--- src/hdl/u8cp_pkg.sv ---
`timescale 1ns / 1ps

package u8cp_pkg;

  localparam int unsigned CpW = 21;

  localparam logic [CpW-1:0] REPLACEMENT_CP = 21'h00fffd;
  localparam logic [1:0]     CONT_TAG       = 2'b10;

  typedef struct packed {
    logic [1:0]      held;
    logic [2:0]      seq_len;
    logic [CpW-1:0]  partial;
  } seq_state_t;

  // results caused by one byte: replacement flushes, then an optional final result
  typedef struct packed {
    logic [1:0]      flush_cnt;
    logic            has_final;
    logic [CpW-1:0]  final_cp;
    logic            final_eos;
  } burst_t;

endpackage

--- src/hdl/utf8_to_codepoint_stream.sv ---
`timescale 1ns / 1ps
// a byte's first result is offered from registers in the cycle after its transaction
// while out_ready is high: one byte per cycle if each byte gives at most one result;
// a broken sequence replays up to four results, one per cycle, from the result register
// the next byte is taken in the cycle the last pending result leaves
// reset (rst_n low, synchronous) closes any open sequence and drops pending results

module utf8_to_codepoint_stream (
  input  logic        clk,
  input  logic        rst_n,
  input  logic        in_valid,
  output logic        in_ready,
  input  logic [7:0]  in_input_byte,
  output logic        out_valid,
  input  logic        out_ready,
  output logic [20:0] out_code_point,
  output logic        out_end_of_string
);

  u8cp_pkg::seq_state_t state_r, state_nxt;
  u8cp_pkg::burst_t     burst_nxt;

  logic [1:0]  flush_r;
  logic        fin_valid_r;
  logic [20:0] fin_cp_r;
  logic        fin_eos_r;
  logic        in_xfer, out_xfer, last_one;

  u8cp_decode u_decode (
    .in_byte (in_input_byte),
    .cur     (state_r),
    .nxt     (state_nxt),
    .burst   (burst_nxt)
  );

  assign out_valid         = (flush_r != 2'd0) || fin_valid_r;
  assign out_code_point    = (flush_r != 2'd0) ? u8cp_pkg::REPLACEMENT_CP : fin_cp_r;
  assign out_end_of_string = (flush_r == 2'd0) && fin_eos_r;

  assign last_one = ((flush_r == 2'd0) && fin_valid_r) || ((flush_r == 2'd1) && !fin_valid_r);
  assign in_ready = !out_valid || (out_ready && last_one);
  assign in_xfer  = in_valid && in_ready;
  assign out_xfer = out_valid && out_ready;

  always_ff @(posedge clk) begin
    if (!rst_n) begin
      state_r     <= '0;
      flush_r     <= 2'd0;
      fin_valid_r <= 1'b0;
      fin_eos_r   <= 1'b0;
    end else if (in_xfer) begin
      state_r     <= state_nxt;
      flush_r     <= burst_nxt.flush_cnt;
      fin_valid_r <= burst_nxt.has_final;
      fin_eos_r   <= burst_nxt.final_eos;
    end else if (out_xfer) begin
      if (flush_r != 2'd0) begin
        flush_r <= flush_r - 2'd1;
      end else begin
        fin_valid_r <= 1'b0;
      end
    end
  end

  always_ff @(posedge clk) begin
    if (in_xfer) begin
      fin_cp_r <= burst_nxt.final_cp;
    end
  end

endmodule

--- src/hdl/u8cp_decode.sv ---
`timescale 1ns / 1ps

module u8cp_decode (
  input  logic [7:0]          in_byte,
  input  u8cp_pkg::seq_state_t cur,
  output u8cp_pkg::seq_state_t nxt,
  output u8cp_pkg::burst_t     burst
);

  logic       is_cont;
  logic [2:0] held_inc;
  logic [20:0] part_shift;

  assign is_cont    = (in_byte[7:6] == u8cp_pkg::CONT_TAG);
  assign held_inc   = {1'b0, cur.held} + 3'd1;
  assign part_shift = {cur.partial[14:0], in_byte[5:0]};

  always_comb begin
    nxt             = '0;
    burst.flush_cnt = 2'd0;
    burst.has_final = 1'b0;
    burst.final_cp  = '0;
    burst.final_eos = 1'b0;
    if (cur.held != 2'd0 && is_cont) begin
      if (held_inc >= cur.seq_len) begin
        burst.has_final = 1'b1;
        burst.final_cp  = part_shift;
      end else begin
        nxt.held    = held_inc[1:0];
        nxt.seq_len = cur.seq_len;
        nxt.partial = part_shift;
      end
    end else begin
      // broken or absent sequence: one replacement per held byte, then decode as lead
      burst.flush_cnt = cur.held;
      if (in_byte == 8'h00) begin
        burst.has_final = 1'b1;
        burst.final_eos = 1'b1;
      end else if (in_byte[7] == 1'b0) begin
        burst.has_final = 1'b1;
        burst.final_cp  = {13'd0, in_byte};
      end else if (in_byte[7:5] == 3'b110) begin
        nxt.held    = 2'd1;
        nxt.seq_len = 3'd2;
        nxt.partial = {16'd0, in_byte[4:0]};
      end else if (in_byte[7:4] == 4'b1110) begin
        nxt.held    = 2'd1;
        nxt.seq_len = 3'd3;
        nxt.partial = {17'd0, in_byte[3:0]};
      end else if (in_byte[7:3] == 5'b11110) begin
        nxt.held    = 2'd1;
        nxt.seq_len = 3'd4;
        nxt.partial = {18'd0, in_byte[2:0]};
      end else begin
        burst.has_final = 1'b1;
        burst.final_cp  = u8cp_pkg::REPLACEMENT_CP;
      end
    end
  end

endmodule

--- config.mk ---
export PLATFORM = sky130hd
export DESIGN_NAME = utf8_to_codepoint_stream
export DESIGN_NICKNAME = d
export VERILOG_FILES = /design/src/hdl/u8cp_pkg.sv /design/src/hdl/utf8_to_codepoint_stream.sv /design/src/hdl/u8cp_decode.sv
export SDC_FILE = /design/constraint.sdc
export NUM_CORES = 1
export LEC_CHECK = 0
export ABC_AREA = 1
export BUFFER_PORTS_ARGS = -buffer_cell sky130_fd_sc_hd__buf_2
export CORE_AREA = 2 2 66 68
export CTS_CLUSTER_SIZE = 8
export DETAILED_ROUTE_END_ITERATION = 7
export DIE_AREA = 0 0 68 70
export GPL_ROUTABILITY_DRIVEN = 0
export PLACE_DENSITY = 0.81
export SETUP_SLACK_MARGIN = 0.02
export SYNTH_ARGS = -nofsm -noshare
export SYNTH_HDL_FRONTEND = slang
export SYNTH_SLANG_ARGS = --single-unit
--- constraint.sdc ---
create_clock -name clk -period 3.8 [get_ports clk]
set_input_delay 0.76 -clock clk [delete_from_list [all_inputs] [get_ports clk]]
set_output_delay 0.76 -clock clk [all_outputs]
set_load 0.02 [all_outputs]
* Word-level counts from Yosys, hierarchy flattened
Index checks and enable logic that the tools add are counted.
Storage, ports and cells: bits in registers 45, bits in latches 0, memory bits (writable) 0, ROM bits 0, output and inout port bits 24, memories 0
Operators by class: $add $sub $neg 2, multipliers 0, div/mod/pow operators 0, $lt $le $gt $ge 1, equal/unequal tests 7, shifts and indexed selects 0, mux-type cells 25, bitwise logic cells 0, reductions and logical operators 21
Operators by type and width (number):
- 2-to-1 mux 26 bit | 6
- 2-to-1 mux 22 bit | 6
- 2-to-1 mux 21 bit | 2
- 2-to-1 mux 25 bit | 1
- logical NOT 8 bit | 1
- 2-to-1 mux 2 bit | 4
- nonzero test 2 bit | 4
- logical AND 1 bit | 7
- 2-to-1 mux 1 bit | 6
- AND reduction 2 bit | 3
- equality test 5 bit (second input constant) | 1
- equality test 4 bit (second input constant) | 1
- inequality test 2 bit (second input constant) | 2
- adder 2 x 1 -> 3 bit (second input constant) | 1
- equality test 3 bit (second input constant) | 1
- >= comparator 3 bit | 1
- logical OR 1 bit | 3
- equality test 2 x 1 -> 1 bit (second input constant) | 1
- equality test 2 bit (second input constant) | 1
- logical NOT 1 bit | 2
- logical NOT 2 bit | 1
- subtractor 2 x 1 -> 2 bit (second input constant) | 1

* Longest topological paths before layout
Gate-level depths: netlist of the first run.
depth after elaboration 8, gate-level depth with buffers 11, gate-level depth less buffers 10

* Cells and area by module
Synthesis of the first run repeated with hierarchy kept, for this count alone.
Second synthesis, totals: cell total of the unflattened synthesis 345, area total of the unflattened synthesis 2771.4 um^2
Modules (own cells, without submodules):
- utf8_to_codepoint_stream | instances 1, cells each 206, area an instance 2040.7 um^2
- u8cp_decode | instances 1, cells each 139, area an instance 730.7 um^2

* Worst setup path before layout of the first run
No wires, ideal clock.
path kind register to output, start reg flush_r[0], end out in_ready, arrival 1.230 ns, data required time 3.040 ns, slack 1.810 ns, stages on the path, launching flop included 8, buffers on the path 1, cells stage by stage dfxtp_1 > inv_1 > ha_1 > buf_4 > nand2_1 > nand2_2 > nand2_2 > inv_1
On the way: elaborated cells between the ends (all ways) 10
RTL lines:
- start: declaration | line utf8_to_codepoint_stream.sv:23 | logic [1:0] flush_r;
- start signal: assignment | line utf8_to_codepoint_stream.sv:53 | flush_r <= burst_nxt.flush_cnt;
- start signal: assignment | line utf8_to_codepoint_stream.sv:58 | flush_r <= flush_r - 2'd1;
- nonzero test 2 bit | line utf8_to_codepoint_stream.sv:36 | assign out_valid = (flush_r != 2'd0) || fin_valid_r;
- logical OR 1 bit | line utf8_to_codepoint_stream.sv:36
- named net out_valid | line utf8_to_codepoint_stream.sv:14 | output logic out_valid,
- logical NOT 1 bit | line utf8_to_codepoint_stream.sv:41 | assign in_ready = !out_valid || (out_ready && last_one);
- logical OR 1 bit | line utf8_to_codepoint_stream.sv:41
- end: declaration | line utf8_to_codepoint_stream.sv:12 | output logic in_ready,
The timed path passes the listed nets, and every way through them passes these cells.

* Final worst setup path of the first run
start reg flush_r[0], end out out_code_point[15]
On the way: word-level cells in the longest chain between the ends 2
RTL lines:
- nonzero test 2 bit | line utf8_to_codepoint_stream.sv:37 | assign out_code_point = (flush_r != 2'd0) ? u8cp_pkg::REPLACEMENT_CP : fin_cp_r;
- 2-to-1 mux 21 bit | line utf8_to_codepoint_stream.sv:37
- end: declaration | line utf8_to_codepoint_stream.sv:16 | output logic [20:0] out_code_point,
Every way passes these cells.

==> summary.txt, run 1 <==
Min path
  • Hold wc startpoint: state_r[11]
  • Hold depth: 2
  • Worst min path class: reg -> reg
  • Hold EP: state_r[11]

Synthesis
  • Most common cell in the netlist: nand2_1
  • Cell taking the most area after synthesis: edfxtp_1
  • Seq cells post-synth: between 40 and 50
  • Top post-synthesis cells by area: edfxtp_1 27%, dfxtp_1 20%, nand2_1 11%, inv_1 7.0%, nand3_1 6.0%
  • Post-synth EDFFs: 21
  • Net Count, Synth: ~310
  • Synth cell types: 25
  • Cells after Synth: about 290
  • Synth top area share: 26.9%
  • Synthesized cell area: ~2300 µm²
  • Yosys warns: 0
  • Top FF cell, synth: dfxtp_1
  • Syn Area/Cell: ~8.0 µm²
  • Synth cell count leaders: 66 x nand2_1, 44 x inv_1, 28 x nand3_1
  • Post-synthesis sequential area ratio: between 40% and 50%
  • Asr flop ratio synth: 0%

CTS
  • Number of H-tree levels: 2
  • Clock buffer depth: 2
  • CTS Hold Bufs: 0
  • Post-CTS Resized: 0
  • Setup repair bufs after CTS: 0
  • Reg clk slew, reported paths: ~0.09 ns
  • Clock sinks: 45
  • Root Buffer: clkbuf_8
  • Clock tree from TritonCTS: done
  • Worst skew pair latency: roughly 0.31 ns
  • CTS buffer count: 5

Power
  • Overall power: about 1.9 mW
  • Leak pwr: 1.20 nW
  • Worst VDD drop: between 0.3 and 0.4 mV
  • Power per cell area: approximately 720 nW/µm²

Cells and area
  • Share of layout cells above drive strength 1: a little over a fifth
  • P&R area growth vs syn: 10.9%
  • Fin area: 2600 µm²
  • # nets final: roughly 340
  • Ant diodes: 0
  • Fin util: 62.7%
  • Cell Count, Final, Fillers Out: ~380

Route
  • Drt first pass iters: 4
  • Vias per inst: roughly 5
  • DR iter-0 viols: 229
  • Routed len/inst: ~12 µm
  • Via count: a little under 2000
  • DRC viols: 0
  • WL final: 4590 µm
  • Detail Route Antenna Nets: 0

STA
  • Final setup margin: ~1.3 ns
  • Maximum clock rate: between 300 and 400 MHz
  • Final slew viol count: 0
  • Fin crit share: roughly 67%
  • Final hold violations: 0
  • Slew @ Worst Pin: around 0.82 ns
  • RSZ-0062 raised after global routing: no
  • TNS Setup: 0 ns
  • Setup-failing EPs final: 0
  • Tmin final: around 2.5 ns
  • Worst slew margin: between 40% and 50%
  • Fin Hold WS: about 0.47 ns
  • Clock skew: approximately 0.014 ns

Worst setup path
  • Setup CP Type: reg -> out
  • CP Max Fanout: 18
  • WP buf/inv: 3
  • CP Cell Sequence: inv_1, ha_1, inv_2, or2_2, buf_2
  • Worst r2r src: state_r[24]
  • CP endpoint kind: output port
  • Worst Reg2Reg Path Length in Cells: 9
  • Crit-path max cell delay: around 0.37 ns
  • Startpoint Class: register
  • R2R Path End: fin_cp_r[12]
  • Kind of cell adding the most delay to the critical path: buffers and inverters
  • Arrival time at the worst endpoint: around 1.8 ns
  • Required @ worst endpoint: roughly 3.0 ns
  • Slowest cell on the critical path: ha_1
  • Worst R2R Setup Slack: 1.32 ns

Global route
  • Overflow after GRT: 0
  • Initial antenna violation count: 0
  • First-pass GRT wire length: about 8000 µm
  • Vias in the first global route: between 1500 and 2000
  • Total GRT Usage: 22.0%
  • Largest net degree at the start of global routing: between 40 and 50

Floorplanning
  • Core ar.: ~4100 µm²
  • Die Height: 70 µm
  • Initial Util: ~57%
  • I/O pin count: 36
  • Cell Rows: 24
  • Die X: 68 µm
  • Die area: roughly 4800 µm²

Placement
  • Pre-CTS WS: roughly 1.3 ns
  • DP Area: roughly 2500 µm²
  • Hpwl dp: between 3000 and 4000 µm
  • # placed instances: 370
  • Number of I/O port buffers: 35

Status
  • Status: finished, final reports clean

Run
  • Max-cap violations: 0
[layout by cell type (no fill, tap or decap), types with 3 or more instances in the layout]
cell | Yosys | layout
a21oi_1 | 22 | 22
buf_2 | 3 | 35
clkbuf_8 | 0 | 5
dfxtp_1 | 24 | 24
edfxtp_1 | 21 | 21
ha_1 | 7 | 7
inv_1 | 44 | 44
inv_2 | 4 | 4
nand2_1 | 66 | 66
nand3_1 | 28 | 28
nor2_1 | 20 | 20
o21ai_0 | 12 | 12
o21ai_1 | 3 | 3
o22ai_1 | 5 | 5
or2_2 | 15 | 15
[metal layers]
layer / GRT usage, % / up-vias / wire length, µm
li1: - / 1003 / -
met1: 31.3 / 857 / 2020
met2: 32.7 / 66 / 2170
met3: 4.35 / 10 / 294
met4: 8.89 / 0 / 110
met5: 0 / - / 0
[where the power goes]
group / switching (mW) / leakage (nW) / internal [mW]
logic: 0.596 / 0.762 / 0.281
registers: 0.0418 / 0.395 / 0.644
clock network: 0.172 / 0.0445 / 0.131
total: 0.809 / 1.20 / 1.06
[sequential cells by signal (all words and copies together) (netlist names)]
| signal | cells |
|---|---|
| fin_eos_r | 1 |
| flush_r | 2 |
| state_r | 20 |
| fin_valid_r | 1 |
| fin_cp_r | 21 |
[cell families (layout without fill, tap and decap cells)]
logic type / Yosys count / in the layout / share of synthesized area (%)
buffers and inverters: 59 / 91 / 10.9
flip-flops: 45 / 45 / 47.4
adder cells (fa/ha/maj): 7 / 7 / 3.74
AND/OR/NAND/NOR: 140 / 140 / 28.4
AO/OA/AOI/OAI: 43 / 43 / 9.55
[worst reg2reg max path: cells and delay by family (launching register included)]
kind,cells,cell delay [ns]
and+or+nand+nor,5,0.90
adders and majority gates,2,0.63
DFF,1,0.40
buffers and inverters,2,0.31
[final cells by class]
type,instances,area (µm²)
fillers,369,1540
flip-flops and latches,45,1110
multi-input cells,190,978
inverters,48,180
repair buffers,35,175
clock buffers,5,68.8
well taps,52,65.1
clock inverters,3,21.3
[how the worst max path moves through the flow]
stage	slack (ns)	depth (start not counted)	endpoint	start
global route	1.04	9	fin_cp_r[6]	state_r[24]
CTS	1.25	5	out_code_point[6]	flush_r[0]
detailed placement	1.34	9	fin_cp_r[12]	state_r[24]
finish	1.26	5	out_code_point[15]	flush_r[0]
floorplan	1.81	7	in_ready	flush_r[0]
global placement	1.44	9	fin_cp_r[6]	state_r[24]
(Power assumes the default switching activity.)
==> inputs of run 2 (changes only) <==
--- a/config.mk
+++ b/config.mk
@@ -5,14 +5,14 @@
 export SDC_FILE = /design/constraint.sdc
 export NUM_CORES = 1
 export LEC_CHECK = 0
-export ABC_AREA = 1
+export ABC_AREA = 0
 export BUFFER_PORTS_ARGS = -buffer_cell sky130_fd_sc_hd__buf_2
 export CORE_AREA = 2 2 66 68
 export CTS_CLUSTER_SIZE = 8
 export DETAILED_ROUTE_END_ITERATION = 7
 export DIE_AREA = 0 0 68 70
 export GPL_ROUTABILITY_DRIVEN = 0
-export PLACE_DENSITY = 0.81
+export PLACE_DENSITY = 0.77
 export SETUP_SLACK_MARGIN = 0.02
 export SYNTH_ARGS = -nofsm -noshare
 export SYNTH_HDL_FRONTEND = slang
==> constraint.sdc (replaced) <==
create_clock -name clk -period 2.5 [get_ports clk]
set_input_delay 0.5 -clock clk [delete_from_list [all_inputs] [get_ports clk]]
set_output_delay 0.5 -clock clk [all_outputs]
set_load 0.02 [all_outputs]
==> run 2 against run 1 <==
Clock skew is 0.0022 ns lower. Clock power is 120% higher. Utilization is 1.4 points lower. Global-route usage is 3.1 points lower. First-iteration DRC count is 42% lower. Synthesized area is 7.2% lower. Critical path depth stayed put. Highest routed layer unchanged.
==> summary.txt, run 2 <==
Placement
  • Hpwl dp: 2980 µm (was 3260 µm)
  • # placed instances: 307 (was 370)
  • Pre-CTS WS: 0.181 ns (was 1.34 ns)
  • Number of I/O port buffers: 35 (unchanged)

Floorplanning
  • Initial Util: 52.5% (was 56.6%)
  • I/O pin count: 36 (unchanged)
  • Cell Rows: 24 (unchanged)
  • Die X: 68 µm (unchanged)
  • Die area: 4760 µm² (unchanged)
  • Core ar.: 4140 µm² (unchanged)
  • Die Height: 70 µm (unchanged)

CTS
  • Clock buffer depth: 2 (unchanged)
  • Reg clk slew, reported paths: 0.09 ns (about the same)
  • Clock sinks: 45 (unchanged)
  • Root Buffer: clkbuf_8 (unchanged)
  • Post-CTS Resized: 0 (unchanged)
  • Number of H-tree levels: 2 (unchanged)
  • CTS Hold Bufs: 0 (unchanged)
  • CTS buffer count: 5 (unchanged)
  • Worst skew pair latency: 0.30 ns (was 0.31 ns)
  • Clock tree from TritonCTS: done (unchanged)
  • Setup repair bufs after CTS: 0 (unchanged)

Synthesis
  • Most common cell in the netlist: nand2_1 (unchanged)
  • Cell taking the most area after synthesis: edfxtp_1 (unchanged)
  • Asr flop ratio synth: 0% (unchanged)
  • Yosys warns: 0 (unchanged)
  • Synth cell count leaders: 35 x nand2_1, 24 x dfxtp_1, 21 x edfxtp_1 (was 66 x nand2_1, 44 x inv_1, 28 x nand3_1)
  • Synth cell types: 41 (was 25)
  • Synth top area share: 29.0% (was 26.9%)
  • Synthesized cell area: 2180 µm² (was 2340 µm²)
  • Post-synth EDFFs: 21 (unchanged)
  • Top FF cell, synth: dfxtp_1 (unchanged)
  • Seq cells post-synth: 45 (unchanged)
  • Post-synthesis sequential area ratio: 51.1% (was 47.4%)
  • Top post-synthesis cells by area: edfxtp_1 29%, dfxtp_1 22%, nand2_1 6.0%, nand2b_1 4.9%, a21oi_1 4.1% (was edfxtp_1 27%, dfxtp_1 20%, nand2_1 11%, inv_1 7.0%, nand3_1 6.0%)
  • Syn Area/Cell: 9.63 µm² (was 7.98 µm²)
  • Cells after Synth: 226 (was 294)
  • Net Count, Synth: 245 (was 313)

Worst setup path
  • Critical Path End: in_ready (was out_code_point[15])
  • Worst Reg2Reg Path Length in Cells: 7 (was 9)
  • CP Cell Sequence: inv_1, ha_1, and2b_1, or3_1, buf_2 (was inv_1, ha_1, inv_2, or2_2, buf_2)
  • Slowest cell on the critical path: dfxtp_1 (was ha_1)
  • Crit-path max cell delay: 0.38 ns (was 0.37 ns)
  • Startpoint Class: register (unchanged)
  • CP Max Fanout: 5 (was 18)
  • WP buf/inv: 2 (was 3)
  • Required @ worst endpoint: 2.00 ns (was 3.04 ns)
  • Worst r2r src: state_r[24] (unchanged)
  • Arrival time at the worst endpoint: 1.71 ns (was 1.78 ns)
  • CP endpoint kind: output port (unchanged)
  • R2R Path End: fin_cp_r[8] (was fin_cp_r[12])
  • Critical Path Start: flush_r[0] (unchanged)
  • Worst R2R Setup Slack: 0.34 ns (was 1.32 ns)
  • Setup CP Type: reg -> out (unchanged)
  • Stages on the worst setup path: 5 (unchanged)
  • Kind of cell adding the most delay to the critical path: simple AND/OR/NAND/NOR gates (was buffers and inverters)

Power
  • Leak pwr: 1.10 nW (was 1.20 nW)
  • Worst VDD drop: 0.672 mV (was 0.301 mV)
  • Power per cell area: 1160 nW/µm² (was 717 nW/µm²)

Route
  • Drt first pass iters: 6 (was 4)
  • DR iter-0 viols: 132 (was 229)
  • Vias per inst: 5.43 (was 5.12)
  • Routed len/inst: 13.1 µm (was 12.1 µm)
  • Detail Route Antenna Nets: 0 (unchanged)
  • WL final: 4140 µm (was 4590 µm)
  • DRC viols: 0 (unchanged)
  • Via count: 1709 (was 1936)

Global route
  • Largest net degree at the start of global routing: 26 (was 47)
  • Vias in the first global route: 1567 (was 1730)
  • Initial antenna violation count: 0 (unchanged)
  • First-pass GRT wire length: 6890 µm (was 7900 µm)
  • Overflow after GRT: 0 (unchanged)
  • Total GRT Usage: 18.9% (was 22.0%)

Cells and area
  • P&R area growth vs syn: 16.8% (was 10.9%)
  • Most frequent cells in the layout: 35 x nand2_1, 35 x buf_2, 24 x dfxtp_1, 21 x edfxtp_1, 18 x a21oi_1 (was 66 x nand2_1, 44 x inv_1, 35 x buf_2, 28 x nand3_1, 24 x dfxtp_1)
  • Largest register FFs: 21 (unchanged)
  • Ant diodes: 0 (unchanged)
  • # nets final: 281 (was 344)
  • Largest Register: fin_cp_r (unchanged)
  • Share of layout cells above drive strength 1: 19.8% (was 21.8%)
  • Fin util: 61.4% (was 62.7%)
  • Regs by FF count: fin_cp_r: 21 flops, state_r: 20 flops, flush_r: 2 flops (unchanged)
  • Cell Count, Final, Fillers Out: 315 (was 378)

STA
  • Slew @ Worst Pin: 0.603 ns (was 0.825 ns)
  • TNS Setup: 0 ns (unchanged)
  • Tmin final: around 2.2 ns
  • Final slew viol count: 0 (unchanged)
  • Clock skew: 0.0116 ns (was 0.0139 ns)
  • Fin Hold WS: 0.454 ns (was 0.469 ns)
  • Setup-failing EPs final: 0 (unchanged)
  • RSZ-0062 raised after global routing: no (unchanged)
  • Fin crit share: between 80% and 90%
  • Final setup margin: 0.287 ns (was 1.26 ns)
  • Worst slew margin: 59.7% (was 44.9%)
  • Maximum clock rate: between 400 and 500 MHz
  • Final hold violations: 0 (unchanged)

Status
  • Status: finished, final reports clean (unchanged)

Run
  • Max-cap violations: 0 (unchanged)

Min path
  • Worst min path class: reg -> reg (unchanged)
-- run 2: changes by cell type in the layout (fill, tap and decap cells not counted), moves of 5 or more --
cell,change
a32o_1,+5
o21ai_0,-10
nand2_1,-31
inv_1,-35
a21o_1,+9
nor2_1,-9
and3_1,+8
and2_1,+11
buf_4,+6
nand2b_1,+17
nand3_1,-25
or2_2,-15
-- run 2: layer usage --
layer / global-route usage [%] / share of wire, % / vias up
li1: - / - / 864
met1: 24.0 / 44 / 788
met2: 31.2 / 49 / 51
met3: 4.35 / 5.2 / 6
met4: 6.22 / 1.1 / 0
met5: 0 / 0 / -
-- run 2: area by class of cell --
cell class,instances,area (µm²)
clock buffer,5,68.8
clock inverter,3,68.8
fill,363,1600
inverter,11,41.3
multi-input combinational,158,967
sequential,45,1110
tap,52,65.1
timing repair buffer,41,220
-- run 2: how the worst min path moves through the flow --
| stage | to | cells past startpoint | slack, ns | startpoint |
|---|---|---|---|---|
| 6_report | state_r[11] | 2 | 0.45 | state_r[11] |
| 5_1_grt | state_r[13] | 2 | 0.49 | state_r[13] |
| 4_1_cts | state_r[11] | 2 | 0.46 | state_r[11] |
| 3_5_place_dp | state_r[13] | 2 | 0.45 | state_r[13] |
| 3_3_place_gp | state_r[11] | 2 | 0.44 | state_r[11] |
| 2_1_floorplan | fin_eos_r | 2 | 0.43 | fin_eos_r |
-- run 2: stage by stage --
step / total power, mW / cell area (µm²)
CTS: 2.99 / 2540
finish: 2.96 / 2540
global route: 3.17 / 2540
floorplan: 1.96 / 2180
detailed placement: 2.33 / 2400
global placement: 2.30 / 2400
-- run 2: where the power goes --
group	internal, mW	switching [mW]	leakage, nW	total, mW
logic	0.441	0.863	0.632	1.30
registers	0.954	0.0476	0.400	1.00
clock network	0.402	0.251	0.0687	0.653
-- run 2: kinds of logic after synthesis --
logic type	after synthesis	share of synthesized area [%]
AND/OR/NAND/NOR	100	23.3
AO/OA/AOI/OAI	50	16.4
flip-flops	45	51.1
buffers and inverters	23	4.66
adder cells (fa/ha/maj)	7	4.03
multiplexers	1	0.460
-- run 2: worst min-delay path, cell delays in order (launching register included) --
cell	delay [ns]
dfxtp_1	0.31
nand2_1	0.05
a21oi_1	0.05
==> inputs of run 3 (changes only) <==
--- a/config.mk
+++ b/config.mk
@@ -6,12 +6,11 @@
 export NUM_CORES = 1
 export LEC_CHECK = 0
 export ABC_AREA = 0
-export BUFFER_PORTS_ARGS = -buffer_cell sky130_fd_sc_hd__buf_2
+export BUFFER_PORTS_ARGS = -buffer_cell sky130_fd_sc_hd__clkbuf_2
 export CORE_AREA = 2 2 66 68
 export CTS_CLUSTER_SIZE = 8
 export DETAILED_ROUTE_END_ITERATION = 7
 export DIE_AREA = 0 0 68 70
-export GPL_ROUTABILITY_DRIVEN = 0
 export PLACE_DENSITY = 0.77
 export SETUP_SLACK_MARGIN = 0.02
 export SYNTH_ARGS = -nofsm -noshare
==> run 3 against run 2 <==
Clock power decreased by 30%. Wire length grew 2.0%. Global-route usage rose by 0.77 points. Sequential share of layout area rose by 0.70 points. Critical path type unchanged. Utilization is 0.97 points lower. Maximum frequency shrank 0.85%.
==> summary.txt, run 3 (synthesis results as in run 2) <==
Status
  • Status: finished, final reports clean (unchanged)

Cells and area
  • Fin util: 60.4% (was 61.4%)
  • Regs by FF count: fin_cp_r: 21 flops, state_r: 20 flops, flush_r: 2 flops (unchanged)
  • Ant diodes: 0 (unchanged)
  • P&R area growth vs syn: 15.0% (was 16.8%)
  • Share of layout cells above drive strength 1: 20.1% (was 19.8%)
  • Largest Register: fin_cp_r (unchanged)
  • # nets final: 282 (was 281)
  • Cell Count, Final, Fillers Out: 316 (was 315)
  • Fin area: 2500 µm² (was 2540 µm²)
  • Largest register FFs: 21 (unchanged)
  • Most frequent cells in the layout: 35 x nand2_1, 35 x clkbuf_2, 24 x dfxtp_1, 21 x edfxtp_1, 18 x a21oi_1 (was 35 x nand2_1, 35 x buf_2, 24 x dfxtp_1, 21 x edfxtp_1, 18 x a21oi_1)

STA
  • Worst slew margin: 60.1% (was 59.7%)
  • Final slew viol count: 0 (unchanged)
  • Slew @ Worst Pin: 0.598 ns (was 0.603 ns)
  • Final setup margin: 0.268 ns (was 0.287 ns)
  • Fin Hold WS: 0.456 ns (was 0.454 ns)
  • RSZ-0062 raised after global routing: no (unchanged)
  • TNS Setup: 0 ns (unchanged)
  • Tmin final: 2.23 ns (was 2.21 ns)
  • Maximum clock rate: 448 MHz (was 452 MHz)
  • Clock skew: 0.00937 ns (was 0.0116 ns)
  • Setup-failing EPs final: 0 (unchanged)
  • Final hold violations: 0 (unchanged)
  • Fin crit share: 89.3% (was 88.5%)

CTS
  • Root Buffer: clkbuf_8 (unchanged)
  • Number of H-tree levels: 2 (unchanged)
  • Worst skew pair latency: 0.30 ns (about the same)
  • Clock tree from TritonCTS: done (unchanged)
  • Clock sinks: 45 (unchanged)
  • Reg clk slew, reported paths: 0.09 ns (about the same)
  • CTS buffer count: 5 (unchanged)
  • Clock buffer depth: 2 (unchanged)

Placement
  • DP Area: 2410 µm² (was 2400 µm²)
  • Hpwl dp: 2990 µm (was 2980 µm)
  • Routability Congestion: just under 0.9
  • # placed instances: 308 (was 307)
  • Number of I/O port buffers: 35 (unchanged)
  • Pre-CTS WS: 0.214 ns (was 0.181 ns)

Floorplanning
  • Initial Util: 52.5% (unchanged)
  • Die area: 4760 µm² (unchanged)
  • Die X: 68 µm (unchanged)
  • Core ar.: 4140 µm² (unchanged)
  • Die Height: 70 µm (unchanged)
  • I/O pin count: 36 (unchanged)
  • Cell Rows: 24 (unchanged)

Worst setup path
  • Arrival time at the worst endpoint: 1.73 ns (was 1.71 ns)
  • Worst r2r src: state_r[24] (unchanged)
  • Startpoint Class: register (unchanged)
  • Critical Path Start: flush_r[0] (unchanged)
  • Required @ worst endpoint: 2.00 ns (about the same)
  • CP endpoint kind: output port (unchanged)
  • Setup CP Type: reg -> out (unchanged)
  • CP Max Fanout: 5 (unchanged)

Global route
  • Total GRT Usage: 19.7% (was 18.9%)
  • Overflow after GRT: 0 (unchanged)
  • Largest net degree at the start of global routing: 26 (unchanged)
  • Vias in the first global route: 1583 (was 1567)
  • Initial antenna violation count: 0 (unchanged)
  • First-pass GRT wire length: 7100 µm (was 6890 µm)

Power
  • Power per cell area: 1110 nW/µm² (was 1160 nW/µm²)
  • Leak pwr: 1.09 nW (was 1.10 nW)
  • Worst VDD drop: 0.833 mV (was 0.672 mV)
  • Overall power: 2.78 mW (was 2.96 mW)

Min path
  • Worst min path class: reg -> reg (unchanged)
  • Hold wc startpoint: state_r[11] (unchanged)

Route
  • DRC viols: 0 (unchanged)
  • Detail Route Antenna Nets: 0 (unchanged)
  • Routed len/inst: 13.4 µm (was 13.1 µm)
  • DR iter-0 viols: 154 (was 132)
  • Vias per inst: 5.35 (was 5.43)
  • Via count: 1691 (was 1709)
  • WL final: 4220 µm (was 4140 µm)
  • Drt first pass iters: 4 (was 6)

Run
  • Max-cap violations: 0 (unchanged)
[run 3: power by group]
part           internal (mW)  total (mW)  switching (mW)
sequential             0.953        1.00          0.0464
combinational          0.445        1.33           0.886
clock                  0.198       0.454           0.256
[run 3: worst max-delay path, cell delays in order (launching register included)]
cell,delay (ns)
dfxtp_1,0.38
inv_1,0.06
ha_1,0.24
and2b_1,0.23
or3_1,0.35
clkbuf_2,0.16
[run 3: path summary, 6_finish.rpt]
check / cells past startpoint / endpoint / slack (ns)
worst min register to register: 2 / state_r[11] / 0.46
worst max register to register: 7 / fin_cp_r[8] / 0.34
worst max-delay path: 5 / in_ready / 0.27
worst min-delay path: 2 / state_r[11] / 0.46
[run 3: cell type report]
type	count	area, µm²
fillers	365	1640
flip-flops and latches	45	1110
multi-input cells	158	967
repair buffers	42	228
clock buffers	5	68.8
well taps	52	65.1
inverters	11	41.3
clock inverters	3	21.3
[run 3: timing repair]
action                                 in CTS  in global routing
buffers inserted                            0                  0
gates resized for setup                     0                  1
hold buffers                                0                  0
setup endpoints to repair                   0                  9
endpoints found under the hold margin       0                  0
[run 3: routing by layer]
layer,global-route usage (%),up-vias,share of wire [%]
li1,-,869,-
met1,25.2,771,45
met2,31.1,43,48
met3,4.99,8,5.1
met4,8.22,0,1.9
met5,0,-,0
